--- src/hdl/fiws_pkg.sv ---
// Package with types, codes and constants of the frame interval window statistics block.
`default_nettype none
package fiws_pkg;

  localparam int DEFAULT_WINDOW_DEPTH = 4096;
  localparam int IV_W = 24;
  localparam int TS_W = 63;
  localparam int Q_W  = 17;
  localparam int FC_W = 13;

  localparam logic [IV_W-1:0] MAX_INTERVAL_US = 24'd10000000;
  localparam logic [Q_W-1:0]  Q_ONE           = 17'h10000;
  localparam logic [Q_W-1:0]  Q_HALF          = 17'h08000;
  localparam logic [12:0]     RESET_CAPACITY  = 13'd4096;

  localparam logic [1:0] MODE_PUSH  = 2'd0;
  localparam logic [1:0] MODE_TRIM  = 2'd1;
  localparam logic [1:0] MODE_QUERY = 2'd2;
  localparam logic [1:0] MODE_CLEAR = 2'd3;

  localparam logic REG_CAPACITY = 1'b0;
  localparam logic REG_WINDOW   = 1'b1;

  localparam logic [1:0] SEL_MEDIAN   = 2'd0;
  localparam logic [1:0] SEL_QUANTILE = 2'd1;
  localparam logic [1:0] SEL_MIN      = 2'd2;
  localparam logic [1:0] SEL_MAX      = 2'd3;

  typedef struct packed {
    logic [1:0]      mode;
    logic [IV_W-1:0] interval_us;
    logic [TS_W-1:0] timestamp_ticks;
    logic [Q_W-1:0]  quantile;
  } fiws_in_t;

  typedef struct packed {
    logic            accepted;
    logic [FC_W-1:0] frame_count;
    logic [IV_W-1:0] quantile_us;
    logic [IV_W-1:0] median_us;
    logic [IV_W-1:0] min_us;
    logic [IV_W-1:0] max_us;
    logic [IV_W-1:0] average_us;
    logic [FC_W-1:0] stutter_count;
    logic [TS_W-1:0] span_ticks;
  } fiws_out_t;

  typedef struct packed {
    logic [IV_W-1:0] iv;
    logic [TS_W-1:0] ts;
  } fiws_entry_t;

  typedef enum logic [4:0] {
    ST_IDLE,
    ST_EV_RD,
    ST_EV_UPD,
    ST_PUSH,
    ST_TR_RD,
    ST_TR_CHK,
    ST_Q_RANK,
    ST_SEL_INIT,
    ST_SEL_SCAN,
    ST_SEL_DEC,
    ST_STUT_SCAN,
    ST_DIV,
    ST_DIV_WAIT,
    ST_SPAN_A,
    ST_SPAN_B,
    ST_SPAN_C,
    ST_FINISH
  } fiws_state_t;

endpackage
`default_nettype wire

--- src/hdl/fiws_divider.sv ---
// Restoring divider that produces one quotient bit per cycle.
`default_nettype none
module fiws_divider import fiws_pkg::*; #(
  parameter int SW = 37,
  parameter int CW = 13
) (
  input  wire logic          clk,
  input  wire logic          rst_n,
  input  wire logic          start,
  input  wire logic [SW-1:0] dividend,
  input  wire logic [CW-1:0] divisor,
  output logic               done,
  output logic [SW-1:0]      quotient
);

  localparam int NW = $clog2(SW + 1);

  logic          busy_r, busy_nxt;
  logic          done_r, done_nxt;
  logic [NW-1:0] cnt_r, cnt_nxt;
  logic [CW:0]   rem_r, rem_nxt;
  logic [SW-1:0] quo_r, quo_nxt;
  logic [CW-1:0] dsr_r, dsr_nxt;
  logic [CW:0]   rem_sh;
  logic          ge;

  always_comb begin
    busy_nxt = busy_r;
    done_nxt = 1'b0;
    cnt_nxt  = cnt_r;
    rem_nxt  = rem_r;
    quo_nxt  = quo_r;
    dsr_nxt  = dsr_r;
    rem_sh   = {rem_r[CW-1:0], quo_r[SW-1]};
    ge       = rem_sh >= {1'b0, dsr_r};
    if (start) begin
      busy_nxt = 1'b1;
      cnt_nxt  = NW'(SW);
      rem_nxt  = '0;
      quo_nxt  = dividend;
      dsr_nxt  = divisor;
    end else if (busy_r) begin
      rem_nxt = ge ? rem_sh - {1'b0, dsr_r} : rem_sh;
      quo_nxt = {quo_r[SW-2:0], ge};
      cnt_nxt = cnt_r - NW'(1);
      if (cnt_r == NW'(1)) begin
        busy_nxt = 1'b0;
        done_nxt = 1'b1;
      end
    end
  end

  always_ff @(posedge clk) begin
    if (!rst_n) begin
      busy_r <= 1'b0;
      done_r <= 1'b0;
      cnt_r  <= '0;
    end else begin
      busy_r <= busy_nxt;
      done_r <= done_nxt;
      cnt_r  <= cnt_nxt;
    end
    rem_r <= rem_nxt;
    quo_r <= quo_nxt;
    dsr_r <= dsr_nxt;
  end

  assign done     = done_r;
  assign quotient = quo_r;

endmodule
`default_nettype wire

--- config.mk ---
export PLATFORM = sky130hd
export DESIGN_NAME = fiws_divider
export DESIGN_NICKNAME = d
export VERILOG_FILES = /design/src/hdl/fiws_pkg.sv /design/src/hdl/fiws_divider.sv
export SDC_FILE = /design/constraint.sdc
export NUM_CORES = 1
export LEC_CHECK = 0
export BUFFER_PORTS_ARGS = -buffer_cell sky130_fd_sc_hd__buf_2
export CAP_MARGIN = 20
export CORE_MARGIN = 10
export CORE_UTILIZATION = 48
export CTS_CLUSTER_DIAMETER = 150
export CTS_CLUSTER_SIZE = 16
export DETAILED_ROUTE_END_ITERATION = 7
export PLACE_DENSITY = 0.76
export SYNTH_ARGS = -nofsm -noshare
export SYNTH_HDL_FRONTEND = slang
export SYNTH_SLANG_ARGS = --single-unit
--- constraint.sdc ---
create_clock -name clk -period 2.5 [get_ports clk]
set_input_delay 0.375 -clock clk [delete_from_list [all_inputs] [get_ports clk]]
set_output_delay 0.375 -clock clk [all_outputs]
set_load 0.005 [all_outputs]
# ---- Word level (Yosys, flattened, before mapping)
# Index checks and enable logic that the tools add are counted.
dict set report totals {
  out_inout_bits 38
  regBits 71
}
dict set report classes {
  order_cmp 1
  bitwise 2
  muxes 9
  n_eq_ne 1
  reduce_logical 3
  addsub 2
}
# op count
set op_table {}
lappend op_table {{$mux 37} 2}
lappend op_table {{$ge 14x13->1} 1}
lappend op_table {{$mux 13} 1}
lappend op_table {{$sub 13x13->13} 1}
lappend op_table {{$mux 6} 2}
lappend op_table {{$eq 6x1->1 const B} 1}
lappend op_table {{$sub 6x1->6 const B} 1}
lappend op_table {{$mux 1} 4}
lappend op_table {{$reduce_or 3->1} 1}
lappend op_table {{$not 1->1} 2}
lappend op_table {{$reduce_bool 2->1} 1}
lappend op_table {{$reduce_or 2->1} 1}

# ---- Longest topological paths before layout
# Gate-level depths: netlist of run 1.
dict set report depth {
  ltp_word 4
  depth_mapped 12
}

# ---- Worst setup path after synthesis of run 1
# No wires, ideal clock.
dict set report synth_timing {
  path_type {reg2reg}
  startpoint {register quo_r[36], in the netlist quotient[36]}
  endpoint {register quo_r[0], in the netlist quotient[0] (data pin)}
  setup_slack_ns -0.191
  arrival_ns 2.431
  path_stages_with_launch 12
  path_cell_list {edfxtp_1 inv_1 ha_1 inv_1 fa_1 a21o_1 a221oi_2 o211ai_1 a31o_1 buf_6 buf_6 mux2_2}
}
dict set report synth_via {
  elab_chain_len 3
}
# element line_no
set synth_lines {}
lappend synth_lines {{start: declaration} fiws_divider.sv:22} ;# logic [SW-1:0] quo_r, quo_nxt;
lappend synth_lines {{start signal: assignment} fiws_divider.sv:64} ;# quo_r <= quo_nxt;
lappend synth_lines {{$ge 14x13->1} fiws_divider.sv:35} ;# ge = rem_sh >= {1'b0, dsr_r};
lappend synth_lines {{$mux 37} fiws_divider.sv:42} ;# end else if (busy_r) begin
lappend synth_lines {{$mux 37} fiws_divider.sv:36} ;# if (start) begin
lappend synth_lines {{named net quo_nxt[0]} fiws_divider.sv:22}
# The timed path passes the listed nets, and every way through them passes these cells. The select of a mux whose other input is x is not followed.
# A chain may end at the register's enable or synchronous reset.

# ---- Worst setup path in the final report of run 1
# Same ends and word-level chain as after synthesis.

==> qor.txt, run 1 <==
Setup Skew = 0.00952 ns
end of the worst register-to-register path = quotient[0]
Distinct cells, synth = 44
most frequent cells in the layout = 90 x buf_2, 50 x edfxtp_1, 37 x mux2_2
Gate Count Post-Synth = 279
first-pass GRT wire length = 12400 um
Peak VDD IR = 0.360 mV
Worst EP required = 2.60 ns
commonest non-fill, non-tap cell in the layout = buf_2
Logic pwr share = 19.6%
Crit Reg-Reg Startpoint = quotient[36]
Setup WS pre-CTS = -0.0268 ns
P_sw = 0.000795 W
max-slew violation count = 0
DR DRC count = 0
CTS Buffer Depth = 2
die area = 11100 um2
antenna-violating nets left = 0
Total Wirelength = 7760 um
final setup margin = -0.0244 ns
Seq/Total Area, Yosys = 55.1%
Post-synth EDFFs = 50
Top Ports = 91
Pwr Density = 703 nW/um2
asr flop ratio synth = 0%
Top FF cell, synth = edfxtp_1
Slew Limit Headroom = 60.1%
clock sink total = 71
dpl cell area = 4080 um2
P_int = 0.00225 W
fin area = 4330 um2
power share of the sequential group = 47.7%
Initial Util = 48.6%
total CTS buffers = 9
post-synthesis register bit count = 71
Placeable Area = 7180 um2
vias in the first global route = 2550
Layout area overhead = 24.3%
# rows = 31
PortBufs = 90
hold endpoint = dsr_r[12]
mean area per synthesized cell = 12.5 um2
final-stage net count = 448
CTS Root Cell = clkbuf_8
Crit. End Element = flip-flop
DP HPWL = 5850 um
Worst-Margin Slew = 0.592 ns
crit-path max FO = 3
Clock Latency Late Sink = 0.35 ns
TritonCTS clock tree = yes
Via density = 5.18
R2R depth = 10
Chip Width = 105 um
worst hold path type = in -> reg
GPL Wtd Cong = 0.758
Crit path arrival time = 2.62 ns
GRT overflow = 0
n_diodes = 0
hold buffers post-CTS = 0
synth warn = 0
critical path type = reg -> reg
H-tree Lvls = 3
failing checks = setup timing
Die H = 105 um
RSZ-0062 raised after global routing = true
switching share of total power = 26.1%
share of layout cells above drive strength 1 = 42.2%
clock slew at reported path FFs = 0.08 ns
LEAKAGE = 1.80 nW
Hold Startpoint = divisor[12]
vias = 2500
Tmin final = 2.52 ns
fmax = 396 MHz
WL/cell = 16.1 um
DRT iter0 DRCs = 73
number of max-cap violations = 0
reg2reg setup slack = -0.02 ns
Fin. Hold Viols = 0
gr usage total = 13.9%
post-synthesis cell area = 3490 um2
Clk pwr share = 32.7%
Pwr Total = 0.00305 W
status = complete, but fails checks
DR pass1 iterations = 4
final setup fails = 1
largest net degree at the start of global routing = 54
hold path depth = 1
Post-Synthesis Net Count = 348
period utilization = 101%
initial antenna violation count = 0
CP startpoint kind = flip-flop
cell type report:
type,instances,area (um2)
fillers,590,2840
flip-flops and latches,71,1920
multi-input cells,177,1450
repair buffers,101,549
clock buffers,10,128
well taps,99,124
clock inverters,6,85.1
inverters,19,71.3
cells in the mapped netlist, types with 3 or more instances:
cell type | instances | area [um2]
edfxtp_1 | 50 | 1500
mux2_2 | 37 | 417
dfxtp_1 | 21 | 420
nor2_1 | 20 | 75.1
inv_1 | 17 | 63.8
ha_1 | 15 | 188
nand2_1 | 12 | 45.0
xnor2_1 | 10 | 87.6
a211oi_1 | 9 | 67.6
clkbuf_1 | 9 | 33.8
a21oi_1 | 8 | 40.0
mux2i_1 | 8 | 80.1
nand3_1 | 6 | 30.0
xor2_1 | 6 | 52.6
a21boi_0 | 4 | 30.0
nor3_1 | 4 | 20.0
o21ai_0 | 4 | 20.0
a21o_1 | 3 | 22.5
a31oi_1 | 3 | 18.8
worst max path at each step:
stage	from	end	slack [ns]	depth (start not counted)
6_report	quotient[36]	quotient[0]	-0.02	10
5_1_grt	quotient[36]	rem_r[2]	-0.16	11
4_1_cts	quotient[36]	quotient[0]	0.0007	10
3_5_place_dp	quotient[36]	rem_r[3]	-0.03	11
3_3_place_gp	quotient[36]	rem_r[6]	0.06	11
2_1_floorplan	quotient[36]	quotient[0]	-0.1	11
routing by layer:
metal	GRT usage [%]	vias to the layer above	part of all wire, %	wire length, um
met4	6.86	0	2.2	169
met2	22.6	66	49	3780
li1	-	1229	-	-
met3	4.63	14	6.7	521
met5	0	-	0	0
met1	16.0	1191	42	3290
cells by family (layout without fill, tap and decap cells):
family,after synthesis,after routing,synth area share (%)
adder cells (fa/ha/maj),16,16,5.96
AO/OA/AOI/OAI,46,46,9.62
buffers and inverters,31,136,3.80
AND/OR/NAND/NOR,54,54,7.25
multiplexers,45,45,14.2
flip-flops,71,71,55.1
XOR/XNOR,16,16,4.02
timing repair:
action	in CTS	in global routing
gates resized for setup	1	6
hold endpoints to repair	0	0
buffers inserted	1	1
setup endpoints to repair	4	14
pin swaps	2	4
per-stage QoR:
stage	instances	hold WS (ns)	utilization, %	TNS (ns)
2_1_floorplan	279	0.468	-	-0.0977
3_3_place_gp	465	0.480	56.9	0
3_5_place_dp	465	0.497	56.9	-0.0268
4_1_cts	482	0.194	60.0	0
5_1_grt	483	0.196	60.4	-1.74
6_report	483	0.203	60.4	-0.0244
flip-flops by register name (all words and copies together), names as in the netlist:
register and cells:
cnt_r 6, busy_r 1, dsr_r 13, done 1, quotient 37, rem_r 13
power by group through the flow:
stage,registers (W),clock network (W),logic [W]
floorplan,0.00147,0,0.000377
global placement,0.00147,0,0.000568
detailed placement,0.00148,0,0.000585
CTS,0.00145,0.00101,0.000593
global route,0.00147,0.00107,0.000663
finish,0.00145,0.000996,0.000597
critical path, cell delays in order, from the launching register on:
cell	delay, ns
edfxtp_1	0.38
inv_1	0.07
ha_2	0.18
inv_2	0.04
fa_2	0.34
a21o_1	0.20
a221oi_2	0.30
o211ai_1	0.11
a31o_1	0.25
buf_4	0.15
mux2_2	0.26
(Power assumes the default switching activity.)
==> inputs of run 2 (changes only) <==
--- a/config.mk
+++ b/config.mk
@@ -13,6 +13,7 @@
 export CTS_CLUSTER_SIZE = 16
 export DETAILED_ROUTE_END_ITERATION = 7
 export PLACE_DENSITY = 0.76
+export RECOVER_POWER = 25
 export SYNTH_ARGS = -nofsm -noshare
 export SYNTH_HDL_FRONTEND = slang
 export SYNTH_SLANG_ARGS = --single-unit
==> run 2 against run 1 <==
The flow still finishes with violations (setup timing). Setup slack about the same. Hold slack about the same. First-iteration DRC count unchanged. Wire length up 0.12%. Largest cell class unchanged.
==> qor.txt, run 2 (synthesis results as in run 1) <==
final-stage net count = 448
Clock Latency Late Sink = 0.35 ns
gr usage total = 13.9%
worst hold path type = in -> reg
Crit. End Element = flip-flop
R2R depth = 10
final setup margin = -0.0244 ns
most frequent cells in the layout = 85 x buf_2, 50 x edfxtp_1, 37 x mux2_2
DP HPWL = 5850 um
critical path endpoint = quotient[0]
Hold WS = 0.203 ns
H-tree Lvls = 3
DR DRC count = 0
vias in the first global route = 2550
first-pass GRT wire length = 12400 um
reg2reg setup slack = -0.02 ns
Initial Util = 48.6%
Crit Reg-Reg Startpoint = quotient[36]
Pwr Density = 704 nW/um2
clock slew at reported path FFs = 0.08 ns
n_diodes = 0
number of max-cap violations = 0
clock sink total = 71
Slew Limit Headroom = 53.4%
critical path type = reg -> reg
wire length on met3 = 513 um
failing checks = setup timing
largest net degree at the start of global routing = 54
max FFs per register = 37
period utilization = 101%
end of the worst register-to-register path = quotient[0]
crit-path max FO = 3
WL/cell = 16.1 um
RSZ-0062 raised after global routing = true
commonest non-fill, non-tap cell in the layout = buf_2
Die H = 105 um
Tmin final = 2.52 ns
Peak VDD IR = 0.360 mV
Top Layer Used = met4
DRT iter0 DRCs = 73
# rows = 31
fmax = 396 MHz
initial antenna violation count = 0
Worst EP required = 2.60 ns
vias = 2498
total CTS buffers = 9
final setup fails = 1
CTS Buffer Depth = 2
die area = 11100 um2
GPL Wtd Cong = 0.758
Worst-Margin Slew = 0.699 ns
Top Ports = 91
TritonCTS clock tree = yes
WL met1 = 3290 um
CP startpoint kind = flip-flop
GRT overflow = 0
Placeable Area = 7180 um2
DR pass1 iterations = 4
Fillers = 592
status = complete, but fails checks
Layout area overhead = 24.1%
Pwr Total = 0.00305 W
LEAKAGE = 1.79 nW
CTS Root Cell = clkbuf_8
PortBufs = 90
Chip Width = 105 um
met2 wire len = 3800 um
critical path launch point = quotient[36]
Total Wirelength = 7770 um
Setup Skew = 0.00945 ns
antenna-violating nets left = 0
Fin. Hold Viols = 0
Setup WS pre-CTS = -0.0268 ns
Via density = 5.17
share of layout cells above drive strength 1 = 40.9%
max-slew violation count = 0
Crit path arrival time = 2.62 ns
## run 2: cell count changes in the layout (fill, tap and decap cells not counted)
cell,delta
buf_2,-5
clkbuf_1,+5
## run 2: cell type report
cell class / instances / area (um2) / share of cell area, %
Sequential cell: 71 / 1920 / 44.4
Inverter: 19 / 71.3 / 1.65
Tap cell: 99 / 124 / 2.86
Clock buffer: 10 / 128 / 2.95
Multi-Input combinational cell: 177 / 1450 / 33.6
Timing Repair Buffer: 101 / 543 / 12.6
Clock inverter: 6 / 85.1 / 1.97
## run 2: worst min-delay path by stage
stage	cells past startpoint	slack, ns	start	endpoint
6_report	1	0.20	divisor[7]	dsr_r[7]
5_1_grt	1	0.20	divisor[11]	dsr_r[11]
4_1_cts	1	0.19	divisor[12]	dsr_r[12]
3_5_place_dp	2	0.50	cnt_r[1]	cnt_r[1]
3_3_place_gp	2	0.48	cnt_r[1]	cnt_r[1]
2_1_floorplan	2	0.47	cnt_r[1]	cnt_r[1]
## run 2: through the flow
stage / utilization (%) / cells / area (um2) / TNS [ns]
6_report: 60.3 / 483 / 4330 / -0.0244
5_1_grt: 60.3 / 483 / 4330 / -1.76
4_1_cts: 60.0 / 482 / 4310 / 0
3_5_place_dp: 56.9 / 465 / 4080 / -0.0268
3_3_place_gp: 56.9 / 465 / 4080 / 0
2_1_floorplan: - / 279 / 3490 / -0.0977
## run 2: timing repair
item                       CTS  global route
pin swaps                    2             4
buffers inserted             1             1
setup endpoints to repair    4            14
gates resized for setup      1             6
hold buffers                 0             0
## run 2: power by group
| group | switching [W] | internal (W) | leakage (nW) |
|---|---|---|---|
| clock | 0.000439 | 0.000559 | 0.104 |
| sequential | 0.0000632 | 0.00139 | 0.673 |
| combinational | 0.000295 | 0.000301 | 1.01 |
## run 2: layer usage
metal  up-vias  global-route usage [%]
met3        14                    4.63
met4         0                    6.86
met5         -                       0
li1       1230                       -
met1      1190                    16.0
met2        64                    22.6
## run 2: critical path, stage by stage, from the launching register on
cell	delay, ns
edfxtp_1	0.38
inv_1	0.07
ha_2	0.18
inv_2	0.04
fa_2	0.34
a21o_1	0.20
a221oi_2	0.30
o211ai_1	0.11
a31o_1	0.25
buf_4	0.15
mux2_2	0.26
==> inputs of run 3 (changes only) <==
--- a/config.mk
+++ b/config.mk
@@ -14,6 +14,7 @@
 export DETAILED_ROUTE_END_ITERATION = 7
 export PLACE_DENSITY = 0.76
 export RECOVER_POWER = 25
+export SETUP_SLACK_MARGIN = 0.1
 export SYNTH_ARGS = -nofsm -noshare
 export SYNTH_HDL_FRONTEND = slang
 export SYNTH_SLANG_ARGS = --single-unit
==> run 3 against run 2 <==
The run still ends with setup timing left. Largest cell class unchanged. Clock skew is 0.0029 ns higher. Register-to-register slack hardly changed. Total power is 7.2% higher. Critical path type unchanged. Critical path depth is 1 higher. Final cell count stayed put. Die area stayed put. First-iteration DRC count is 34% higher. Setup slack worse by 0.0055 ns. Core utilization is 0.96 points higher. Clock power is 20% higher.
==> qor.txt, run 3 (synthesis results as in run 1) <==
status = complete, but fails checks
Setup Skew = 0.0124 ns
die area = 11100 um2
CTS Root Cell = clkbuf_8
first-pass GRT wire length = 13000 um
hold buffers post-CTS = 0
total CTS buffers = 9
CP startpoint kind = flip-flop
Tmin final = 2.53 ns
number of max-cap violations = 0
Worst EP required = 2.75 ns
end of the worst register-to-register path = rem_r[3]
Crit Reg-Reg Startpoint = quotient[36]
critical path launch point = quotient[36]
share of layout cells above drive strength 1 = 42.2%
DR DRC count = 0
fmax = 395 MHz
failing checks = setup timing
Worst-Margin Slew = 1.33 ns
hold path depth = 1
WL/cell = 16.8 um
n_diodes = 0
max FFs per register = 37
Layout area overhead = 26.0%
RSZ-0062 raised after global routing = true
Peak VDD IR = 0.417 mV
Slew Limit Headroom = 11.4%
Crit. End Element = flip-flop
PortBufs = 90
Fin. Hold Viols = 0
final setup fails = 4
Pwr Total = 0.00327 W
commonest non-fill, non-tap cell in the layout = buf_2
max-slew violation count = 0
vias = 2527
GPL Wtd Cong = 0.812
Top Ports = 91
Via density = 5.23
Clock Latency Late Sink = 0.35 ns
clock slew at reported path FFs = 0.08 ns
largest net degree at the start of global routing = 30
Placeable Area = 7180 um2
CTS Buffer Depth = 2
vias in the first global route = 2620
R2R depth = 11
initial antenna violation count = 1
antenna-violating nets left = 0
non-filler instance count after layout = 483
Placed Cells = 465
final-stage net count = 448
final setup margin = -0.0300 ns
# rows = 31
Total Wirelength = 8100 um
Pwr Density = 743 nW/um2
Chip Width = 105 um
critical path type = reg -> reg
worst hold path type = in -> reg
period utilization = 101%
DP HPWL = 5950 um
most frequent cells in the layout = 90 x buf_2, 50 x edfxtp_1, 36 x mux2_2
clock sink total = 71
Die H = 105 um
crit-path max FO = 8
Initial Util = 48.6%
reg2reg setup slack = -0.03 ns
DRT iter0 DRCs = 98
TritonCTS clock tree = yes
H-tree Lvls = 3
LEAKAGE = 1.83 nW
critical path endpoint = rem_r[3]
gr usage total = 14.6%
GRT overflow = 0
Crit path arrival time = 2.78 ns
DR pass1 iterations = 4
-- run 3: changes by cell type in the layout (fill, tap and decap cells not counted), sizes merged --
| cell | previous run | this run |
|---|---|---|
| clkbuf | 15 | 11 |
| clkinvlp | 1 | 0 |
| clkinv | 5 | 4 |
| buf | 96 | 100 |
| bufinv | 2 | 4 |
-- run 3: worst min path at each step --
stage,startpoint,to
global route,divisor[11],dsr_r[11]
detailed placement,cnt_r[1],cnt_r[1]
floorplan,cnt_r[1],cnt_r[1]
CTS,divisor[3],dsr_r[3]
global placement,cnt_r[1],cnt_r[1]
finish,divisor[12],dsr_r[12]
-- run 3: metal layers --
layer	wire [um]	track usage [%]	part of all wire [%]	vias to the layer above
met5	7	0	0.086	-
met4	121	6.86	1.5	2
met3	687	6.88	8.5	10
met2	3940	23.5	49	61
met1	3350	16.2	41	1225
li1	-	-	-	1229
-- run 3: timing repair --
action                                  CTS  global route
resized for setup                         3             9
cloned                                    0             0
setup buffers                             1             1
pin swaps                                 2            12
endpoints found under the setup margin   13            14
-- run 3: cell type report --
class / count / area, um2
multi-input combinational: 177 / 1470
clock buffer: 10 / 128
clock inverter: 6 / 133
fill: 552 / 2780
timing repair buffer: 101 / 546
sequential: 71 / 1920
tap: 99 / 124
inverter: 19 / 71.3
-- run 3: metrics by stage --
| stage | hold slack, ns | area [um2] | util, % | setup TNS (ns) | worst slack [ns] |
|---|---|---|---|---|---|
| finish | 0.207 | 4400 | 61.3 | -0.0717 | -0.0300 |
| global route | 0.189 | 4400 | 61.3 | -1.48 | -0.161 |
| CTS | 0.194 | 4350 | 60.7 | -0.0577 | -0.0231 |
| detailed placement | 0.491 | 4080 | 56.9 | -0.00885 | -0.00885 |
| global placement | 0.479 | 4080 | 56.9 | 0 | 0.0430 |
| floorplan | 0.468 | 3490 | - | -0.0977 | -0.0977 |
-- run 3: power by group --
group | switching (W) | leakage (nW) | internal (W)
Clock | 0.000434 | 0.128 | 0.000763
Sequential | 0.0000644 | 0.673 | 0.00139
Combinational | 0.000305 | 1.03 | 0.000309
Total | 0.000804 | 1.83 | 0.00246
-- run 3: worst max-delay path: stages, from the launching register on --
cell and delay (ns):
edfxtp_1 0.40, inv_2 0.10, ha_4 0.14, inv_2 0.04, fa_2 0.34, a21o_1 0.19, a221oi_2 0.30, o211ai_1 0.11
a31o_2 0.32, buf_12 0.16, mux2i_1 0.12, a211oi_1 0.22
